## src/rtl/assert_macros.svh

```systemverilog
// Assertion macros shared by the selector RTL.
// Each macro samples on clk and is disabled while rst is high.
`ifndef ASSERT_MACROS_SVH
`define ASSERT_MACROS_SVH

// Same-cycle implication.
`define ASSERT_IMP(lbl, a, b) \
  lbl: assert property (@(posedge clk) disable iff (rst) (a) |-> (b)) \
    else $error("same-cycle implication violated");

// Next-cycle implication.
`define ASSERT_NEXT(lbl, a, b) \
  lbl: assert property (@(posedge clk) disable iff (rst) (a) |=> (b)) \
    else $error("next-cycle implication violated");

`endif

```

## src/rtl/egs_pkg.sv

```systemverilog
// Shared types and constants for the epsilon-greedy selector.
// Used by the controller, the datapath and the top level.
package egs_pkg;

  localparam int DEF_MAX_CHOICES = 16;
  localparam int DEF_REWARD_BITS = 16;

  localparam int REWARD_IN_W = 16;
  localparam int FRAC_W      = 17;
  localparam int INDEX_OUT_W = 4;
  localparam int S_TDATA_W   = 56;
  localparam int M_TDATA_W   = 8;
  localparam int M_TUSER_W   = 2;

  localparam logic [FRAC_W-1:0] FRAC_ONE = 17'h10000;

  typedef enum logic {
    REQ_LOAD   = 1'b0,
    REQ_SELECT = 1'b1
  } req_t;

  // Controller to datapath.
  typedef struct packed {
    logic load;        // append one reward
    logic select;      // capture round, end it
    logic mul;         // form the roulette target
    logic walk;        // step through prefix sums
    logic out_direct;  // result from empty or greedy select
    logic out_walk;    // result from roulette walk
  } egs_cmd_t;

  // Datapath to controller.
  typedef struct packed {
    logic empty;   // no entries this round
    logic greedy;  // dice at or below threshold
    logic hit;     // current prefix sum reaches the target, or last entry
  } egs_status_t;

endpackage

```

## src/rtl/egs_ram.sv

```systemverilog
// Generic single-write, single-read RAM with registered read data.
// No dependencies.
module egs_ram #(
  parameter int WIDTH = 20,
  parameter int DEPTH = 16
) (
  input  logic                     clk,
  input  logic                     we,
  input  logic [$clog2(DEPTH)-1:0] waddr,
  input  logic [WIDTH-1:0]         wdata,
  input  logic [$clog2(DEPTH)-1:0] raddr,
  output logic [WIDTH-1:0]         rdata
);

  logic [WIDTH-1:0] mem [DEPTH];

  always_ff @(posedge clk) begin
    if (we) begin
      mem[waddr] <= wdata;
    end
    rdata <= mem[raddr];
  end

endmodule

```

## src/rtl/egs_ctrl.sv

```systemverilog
// Controller state machine of the selector: handshakes and sequencing.
// Depends on egs_pkg.
module egs_ctrl (
  input  logic                clk,
  input  logic                rst,
  input  logic                s_tvalid,
  input  logic                req_type,
  output logic                s_tready,
  output logic                m_tvalid,
  input  logic                m_tready,
  input  egs_pkg::egs_status_t status,
  output egs_pkg::egs_cmd_t    cmd
);

  import egs_pkg::*;

  typedef enum logic [2:0] {
    ST_IDLE = 3'b001,
    ST_MUL  = 3'b010,
    ST_WALK = 3'b100
  } state_t;

  state_t state, state_next;
  logic   m_tvalid_next;
  logic   accept;

  // Idle, and the output register is free or is being emptied this cycle.
  assign s_tready = (state == ST_IDLE) && (!m_tvalid || m_tready);
  assign accept   = s_tvalid && s_tready;

  always_comb begin
    state_next = state;
    cmd        = '0;
    unique case (state)
      ST_IDLE: begin
        if (accept) begin
          if (req_t'(req_type) == REQ_LOAD) begin
            cmd.load = 1'b1;
          end else begin
            cmd.select = 1'b1;
            if (status.empty || status.greedy) begin
              cmd.out_direct = 1'b1;
            end else begin
              state_next = ST_MUL;
            end
          end
        end
      end
      ST_MUL: begin
        cmd.mul    = 1'b1;
        state_next = ST_WALK;
      end
      ST_WALK: begin
        cmd.walk = 1'b1;
        if (status.hit) begin
          cmd.out_walk = 1'b1;
          state_next   = ST_IDLE;
        end
      end
      default: state_next = ST_IDLE;
    endcase
  end

  always_comb begin
    if (cmd.out_direct || cmd.out_walk) begin
      m_tvalid_next = 1'b1;
    end else if (m_tready) begin
      m_tvalid_next = 1'b0;
    end else begin
      m_tvalid_next = m_tvalid;
    end
  end

  always_ff @(posedge clk) begin
    if (rst) begin
      state    <= ST_IDLE;
      m_tvalid <= 1'b0;
    end else begin
      state    <= state_next;
      m_tvalid <= m_tvalid_next;
    end
  end

endmodule

```

## src/rtl/egs_datapath.sv

```systemverilog
// Datapath of the selector: round bookkeeping, prefix-sum RAM, target
// multiplier, walk compare and result register. Depends on egs_pkg, egs_ram.
module egs_datapath #(
  parameter int MAX_CHOICES = 16,
  parameter int REWARD_BITS = 16
) (
  input  logic                                clk,
  input  logic                                rst,
  input  logic                                cfg_we,
  input  logic [egs_pkg::FRAC_W-1:0]          cfg_wdata,
  input  logic [egs_pkg::REWARD_IN_W-1:0]     reward,
  input  logic [egs_pkg::FRAC_W-1:0]          dice,
  input  logic [egs_pkg::FRAC_W-1:0]          spin,
  input  egs_pkg::egs_cmd_t                   cmd,
  output egs_pkg::egs_status_t                status,
  output logic [egs_pkg::INDEX_OUT_W-1:0]     out_index,
  output logic                                out_none,
  output logic                                out_ovf
);

  import egs_pkg::*;

  localparam int IDX_W = $clog2(MAX_CHOICES);
  localparam int CNT_W = $clog2(MAX_CHOICES + 1);
  localparam int SUM_W = REWARD_BITS + IDX_W;
  localparam int PRD_W = SUM_W + FRAC_W;

  logic [FRAC_W-1:0]      greedy_threshold;
  logic [CNT_W-1:0]       entry_count;
  logic [SUM_W-1:0]       total;
  logic [IDX_W-1:0]       best_index;
  logic [REWARD_BITS-1:0] best_reward;
  logic                   overflow_seen;

  logic [IDX_W-1:0]       last_idx;
  logic                   round_ovf;
  logic [FRAC_W-1:0]      spin_sat;
  logic [SUM_W-1:0]       target;
  logic [IDX_W-1:0]       rd_addr;
  logic [IDX_W-1:0]       data_idx;
  logic [SUM_W-1:0]       rd_data;

  logic [REWARD_BITS-1:0] r;
  logic                   count_full;
  logic                   write_en;
  logic [SUM_W-1:0]       new_sum;
  logic [PRD_W-1:0]       product;

  assign r          = REWARD_BITS'(reward);
  assign count_full = (entry_count == CNT_W'(MAX_CHOICES));
  assign write_en   = cmd.load && !count_full;
  assign new_sum    = ((entry_count == '0) ? '0 : total) + SUM_W'(r);
  assign product    = PRD_W'(total) * PRD_W'(spin_sat);

  assign status.empty  = (entry_count == '0);
  assign status.greedy = (dice <= greedy_threshold);
  // Prefix sums never decrease and the target never exceeds the total,
  // so the last entry always ends the walk.
  assign status.hit    = (target <= rd_data) || (data_idx == last_idx);

  egs_ram #(
    .WIDTH (SUM_W),
    .DEPTH (MAX_CHOICES)
  ) u_prefix_ram (
    .clk   (clk),
    .we    (write_en),
    .waddr (entry_count[IDX_W-1:0]),
    .wdata (new_sum),
    .raddr (rd_addr),
    .rdata (rd_data)
  );

  always_ff @(posedge clk) begin
    if (rst) begin
      greedy_threshold <= '0;
      entry_count      <= '0;
      best_index       <= '0;
      best_reward      <= '0;
      overflow_seen    <= 1'b0;
    end else begin
      if (cfg_we) begin
        greedy_threshold <= cfg_wdata;
      end
      if (cmd.select) begin
        entry_count   <= '0;
        best_index    <= '0;
        best_reward   <= '0;
        overflow_seen <= 1'b0;
      end else if (cmd.load) begin
        if (count_full) begin
          overflow_seen <= 1'b1;
        end else begin
          entry_count <= entry_count + 1'b1;
          if ((entry_count == '0) || (r > best_reward)) begin
            best_reward <= r;
            best_index  <= entry_count[IDX_W-1:0];
          end
        end
      end
    end
  end

  always_ff @(posedge clk) begin
    if (write_en) begin
      total <= new_sum;
    end
    if (cmd.select) begin
      last_idx  <= IDX_W'(entry_count - 1'b1);
      round_ovf <= overflow_seen;
      spin_sat  <= (spin > FRAC_ONE) ? FRAC_ONE : spin;
      rd_addr   <= '0;
    end else if (cmd.mul || cmd.walk) begin
      rd_addr <= rd_addr + 1'b1;
    end
    if (cmd.mul) begin
      target <= product[PRD_W-FRAC_W+15:16];
    end
    data_idx <= rd_addr;
    if (cmd.out_direct) begin
      out_index <= status.empty ? '0 : INDEX_OUT_W'(best_index);
      out_none  <= status.empty;
      out_ovf   <= overflow_seen;
    end else if (cmd.out_walk) begin
      out_index <= INDEX_OUT_W'(data_idx);
      out_none  <= 1'b0;
      out_ovf   <= round_ovf;
    end
  end

endmodule

```

## src/rtl/epsilon_greedy_selector.sv

```systemverilog
// Epsilon-greedy selector. A select word whose round is empty or greedy gives
// its result in the next cycle; a roulette select forms the target in a
// multiply state, then reads the prefix-sum RAM entry by entry until the walk
// hits. The input stalls during a walk.
// rst (synchronous) clears the round, the threshold and the output valid.
`include "assert_macros.svh"

module epsilon_greedy_selector #(
  parameter int MAX_CHOICES = egs_pkg::DEF_MAX_CHOICES,
  parameter int REWARD_BITS = egs_pkg::DEF_REWARD_BITS
) (
  input  logic                             clk,
  input  logic                             rst,
  input  logic                             cfg_we,
  input  logic [egs_pkg::FRAC_W-1:0]       cfg_wdata,   // greedy_threshold
  input  logic                             s_tvalid,
  output logic                             s_tready,
  input  logic [egs_pkg::S_TDATA_W-1:0]    s_tdata,     // reward, dice, spin, zero pad
  input  logic                             s_tuser,     // req_type
  output logic                             m_tvalid,
  input  logic                             m_tready,
  output logic [egs_pkg::M_TDATA_W-1:0]    m_tdata,     // chosen_index, zero pad
  output logic [egs_pkg::M_TUSER_W-1:0]    m_tuser      // none_available, load_overflow
);

  import egs_pkg::*;

  egs_cmd_t                 cmd;
  egs_status_t              status;
  logic [INDEX_OUT_W-1:0]   out_index;
  logic                     out_none;
  logic                     out_ovf;

  egs_ctrl u_ctrl (
    .clk      (clk),
    .rst      (rst),
    .s_tvalid (s_tvalid),
    .req_type (s_tuser),
    .s_tready (s_tready),
    .m_tvalid (m_tvalid),
    .m_tready (m_tready),
    .status   (status),
    .cmd      (cmd)
  );

  egs_datapath #(
    .MAX_CHOICES (MAX_CHOICES),
    .REWARD_BITS (REWARD_BITS)
  ) u_datapath (
    .clk       (clk),
    .rst       (rst),
    .cfg_we    (cfg_we),
    .cfg_wdata (cfg_wdata),
    .reward    (s_tdata[15:0]),
    .dice      (s_tdata[32:16]),
    .spin      (s_tdata[49:33]),
    .cmd       (cmd),
    .status    (status),
    .out_index (out_index),
    .out_none  (out_none),
    .out_ovf   (out_ovf)
  );

  assign m_tdata = {(M_TDATA_W - INDEX_OUT_W)'(0), out_index};
  assign m_tuser = {out_ovf, out_none};

  // A pending result is never overwritten.
  `ASSERT_IMP(a_no_overwrite, cmd.out_direct || cmd.out_walk, !m_tvalid || m_tready)
  // Load and select never act together.
  `ASSERT_IMP(a_one_request, 1'b1, !(cmd.load && cmd.select))
  // A roulette select holds off the input while it walks.
  `ASSERT_NEXT(a_walk_stalls, cmd.select && !cmd.out_direct, !s_tready && cmd.mul)
  // A walk finishing produces a valid word the next cycle.
  `ASSERT_NEXT(a_walk_result, cmd.out_walk, m_tvalid && !m_tuser[0])

endmodule
```

## config.mk

```make
export PLATFORM = sky130hd
export DESIGN_NAME = epsilon_greedy_selector
export DESIGN_NICKNAME = d
export VERILOG_FILES = /design/src/rtl/egs_pkg.sv /design/src/rtl/egs_ram.sv /design/src/rtl/egs_ctrl.sv /design/src/rtl/egs_datapath.sv /design/src/rtl/epsilon_greedy_selector.sv
export VERILOG_INCLUDE_DIRS = /design/src /design/src/rtl
export SDC_FILE = /design/constraint.sdc
export NUM_CORES = 1
export LEC_CHECK = 0
export BUFFER_PORTS_ARGS = -buffer_cell sky130_fd_sc_hd__buf_2
export CAP_MARGIN = 30
export CORE_MARGIN = 4
export CORE_UTILIZATION = 50
export DETAILED_ROUTE_END_ITERATION = 16
export PLACE_DENSITY = 0.63
export SLEW_MARGIN = 20
export SYNTH_ARGS = -nofsm -noshare
export SYNTH_HDL_FRONTEND = slang
export SYNTH_SLANG_ARGS = --single-unit
```

## constraint.sdc

```tcl
create_clock -name clk -period 7.7 [get_ports clk]
set_input_delay 0 -clock clk [delete_from_list [all_inputs] [get_ports clk]]
set_output_delay 0 -clock clk [all_outputs]
set_load 0.05 [all_outputs]
```

==> metrics list <==
- Routed Wire Length: 71100 um
* Final Hold Fails: 0
- Of the cells placed in the final design, the portion with a size suffix greater than 1 is 0.132.
- Summed over all cells, the static leakage comes to 14.0 nW.
* Die W: 253 um
- Buffers inserted during clock tree synthesis total 50.
- Top cell types by occurrence after synthesis: 397 x sky130_fd_sc_hd__inv_1, 388 x sky130_fd_sc_hd__edfxtp_1, 267 x sky130_fd_sc_hd__fa_1
- Routability-driven placement finished with a final weighted congestion of 0.834.
* Adder-cell share of the synthesized area: 0.253
- The mapped netlist covers 30100 sq um.
- DRC violation count after routing: 0
* Number of antenna-violating nets in the routed design: 0
- The Yosys step of the flow raised 0 warnings.
* Number of placed instances with taps included: 3205
* Vertical die dimension: 253 um
* Crit. End Element: flip-flop
* Worst hold slack: 0.0362 ns
- Xor/xnor cell area share of the yosys netlist: 0.0146
* Fin Clk Skew: 0.0350 ns
* Global-route total usage across every layer: 0.229
- The initial antenna violation count came to 2.
- Summing internal, switching and leakage power gives 12.2 mW.
- Largest fanout on the critical path: 20
- Iteration-0 DRC Markers: 1409
- At the pin with the least slew margin, the transition time is 1.04 ns.
* Most common flop cell mapped by yosys: sky130_fd_sc_hd__edfxtp_1
* I/O Buffers: 80
- Clock sink count: 463
- Setup violations remaining at the end of the flow were counted as 0.
- By startpoint and endpoint, the worst setup path is classified as reg2reg.
* Clock buffer depth: 3
* Min-Delay Path Class: in2reg
* Number of flops mapped to enable cells by yosys: 388
* DP HPWL: 49000 um
- Of the available clock period, the critical path in the final layout requires 0.846.
* Post-synthesis cell type with the largest combined area: sky130_fd_sc_hd__edfxtp_1
- Clock root buffer: sky130_fd_sc_hd__clkbuf_16
- Via count of the first global-routing pass: 20.1k
- Final sum of negative setup slack: 0 ns
- Met3 track demand over resource: 0.0456
- The layer flagged by global routing as most heavily used is met2.
- Synthesis inferred 463 register bits.
- Initial cell density of the core: 0.508
* Final number of max-transition violations: 0
* Post-synthesis simple-gate area fraction: 0.101
- Clock tree from TritonCTS: done
- Main area contributors after synthesis: sky130_fd_sc_hd__edfxtp_1 39%, sky130_fd_sc_hd__fa_1 18%, sky130_fd_sc_hd__ha_1 7.5%
* M1 GR Usage: 0.308
- The worst-case IR drop observed on VDD is 0.508 mV.
- After detailed routing, the average wire length per cell comes to 21.0 um.
* Data arrival, critical path: 6.93 ns
* Multiplexer fraction of the synthesized cell area: 0.0846
- Number of standard cells in the final layout excluding fillers: 3389
* Critical path data required time: 8.11 ns
- Post-detailed-route via-to-cell ratio: 5.53
* Num ports: 91
* Post-Syn Area per Cell: 12.4 sq um
- The first global-routing pass estimated 113000 um of wire.
* Library cell with the highest instance count after synthesis: sky130_fd_sc_hd__inv_1
- After clock tree synthesis, the clock-pin slew on the worst setup and hold paths is 0.06 ns.
* Count of filler cells inserted in the layout: 4815
* Highest Clock Rate: 153 MHz
* Count of mapped cells out of synthesis: 2423
- Global routing finished with a remaining overflow of 0.
* Crit start category: flip-flop
- Setup repair after global routing missed its margin: no
* Share of synthesized flip-flops with an asynchronous set or reset: 0
* Pin count of the biggest net entering global routing: 48
- Total number of vias: 18.8k
* Antenna cells: 0
* Core ar.: 59200 sq um
- Number of cell rows: 89
- Buffers added to address setup during post-CTS repair amount to 0.
- Worst-Skew Late Latency: 0.61 ns
* Largest family of logic cells by synthesized area: adder cells
* Top-area cell type share of the netlist area: 0.387
- For this run, the post-layout net count is 3101.
* Die Outline Area: 64100 sq um
- Met2 routing resource usage after global routing: 0.392
* Level count of the clock H-tree: 2
- The complex-gate fraction of the synthesized area is 0.0448.
* Result of the run: finished clean
* Pwr per Cell Area: 356 nW/um^2
- Sequential share of the synthesized area: 0.437
- Across the run, the number of max-cap violations was 0.
- Post-synth cell types: 67
* Area added between synthesis and finish: 13.6%
* Number of detailed-routing iterations run before antenna repair: 6
- Final critical-path required period: 6.52 ns
- Max_slew headroom: 0.305
* Final Core Density: 0.577
sequential cells by signal (all words and copies together) (netlist names), 3 cells and up:
signal	count
u_datapath.u_prefix_ram.mem	320
u_datapath.rd_addr	4
u_datapath.spin_sat	17
u_datapath.target	20
u_datapath.total	20
u_datapath.entry_count	5
u_datapath.u_prefix_ram.rdata	20
u_datapath.last_idx	4
u_datapath.data_idx	4
u_datapath.greedy_threshold	17
u_datapath.best_reward	16
u_datapath.out_index	4
u_ctrl.state	3
u_datapath.best_index	4
cell usage in the layout, fill, tap and decap left out, drive strengths merged, types with 43 or more instances in the layout:
cell type,Yosys,layout
inv,397,402
edfxtp,388,388
fa,267,267
nand2,254,254
ha,180,180
and2,137,137
buf,26,124
mux4,100,100
dlygate4sd3,0,86
dfxtp,75,75
a21oi,68,68
clkbuf,88,64
nor2,57,57
o21ai,45,45
nor2b,43,43
routing by layer:
metal	vias up	share of wire	wire [um]
li1	8456	-	-
met1	9638	0.42	29700
met2	576	0.49	35100
met3	84	0.069	4870
met4	0	0.020	1410
met5	-	0	0
cells by family after synthesis:
family | count (synthesis)
compound gates | 210
xor+xnor | 50
fa+ha+maj | 447
buf+inv | 511
flops | 463
mux | 129
other cells | 1
simple gates | 612
worst max-delay path: stages (launching register included):
cell                       delay, ns
sky130_fd_sc_hd__edfxtp_1       0.95
sky130_fd_sc_hd__nand2_1        0.18
sky130_fd_sc_hd__fa_1           0.55
sky130_fd_sc_hd__fa_1           0.52
sky130_fd_sc_hd__fa_1           0.52
sky130_fd_sc_hd__inv_1          0.05
sky130_fd_sc_hd__fa_1           0.50
sky130_fd_sc_hd__fa_1           0.50
sky130_fd_sc_hd__inv_1          0.05
sky130_fd_sc_hd__fa_1           0.49
sky130_fd_sc_hd__inv_1          0.05
sky130_fd_sc_hd__ha_1           0.38
sky130_fd_sc_hd__and3_1         0.21
sky130_fd_sc_hd__nand2_1        0.05
sky130_fd_sc_hd__or3_1          0.38
sky130_fd_sc_hd__o21ai_2        0.27
sky130_fd_sc_hd__o311ai_1       0.23
sky130_fd_sc_hd__a211o_1        0.33
sky130_fd_sc_hd__o311ai_1       0.09
stage by stage:
| step | cell area, sq um | setup slack, ns |
|---|---|---|
| floorplan | 30100 | 1.75 |
| global placement | 31300 | 1.08 |
| detailed placement | 31400 | 1.20 |
| CTS | 34100 | 1.18 |
| global route | 34200 | 0.835 |
| finish | 34200 | 1.18 |
where the power goes:
group,switching [mW],leakage [nW],internal (mW)
Combinational,3.83,8.98,2.63
Clock,1.03,0.865,1.51
Sequential,0.0854,4.14,3.08
final timing paths:
kind | start | to | slack (ns) | cells after the start
worst min-delay path | rst | u_ctrl.m_tvalid$_SDFFE_PP0P_ | 0.04 | 2
worst max register to register | u_datapath.spin_sat[2]$_SDFFCE_PN0P_ | u_datapath.target[18]$_DFFE_PP_ | 1.18 | 18
worst min register to register | u_datapath.overflow_seen$_SDFFE_PP0P_ | u_datapath.round_ovf$_DFFE_PP_ | 0.44 | 0
worst max-delay path | u_datapath.spin_sat[2]$_SDFFCE_PN0P_ | u_datapath.target[18]$_DFFE_PP_ | 1.18 | 18
layout make-up:
class | count | area [sq um] | area share
Clock buffer | 63 | 1400 | 0.0410
Clock inverter | 30 | 387 | 0.0113
Inverter | 397 | 1490 | 0.0436
Multi-Input combinational cell | 1452 | 15100 | 0.442
Sequential cell | 463 | 13200 | 0.385
Tap cell | 773 | 967 | 0.0283
Timing Repair Buffer | 211 | 1660 | 0.0485
repair_timing:
item	4_1_cts	5_1_grt
hold endpoints to repair	52	0
hold buffers	86	0
resized for setup	0	0
Power figures use the tool's default switching activity.
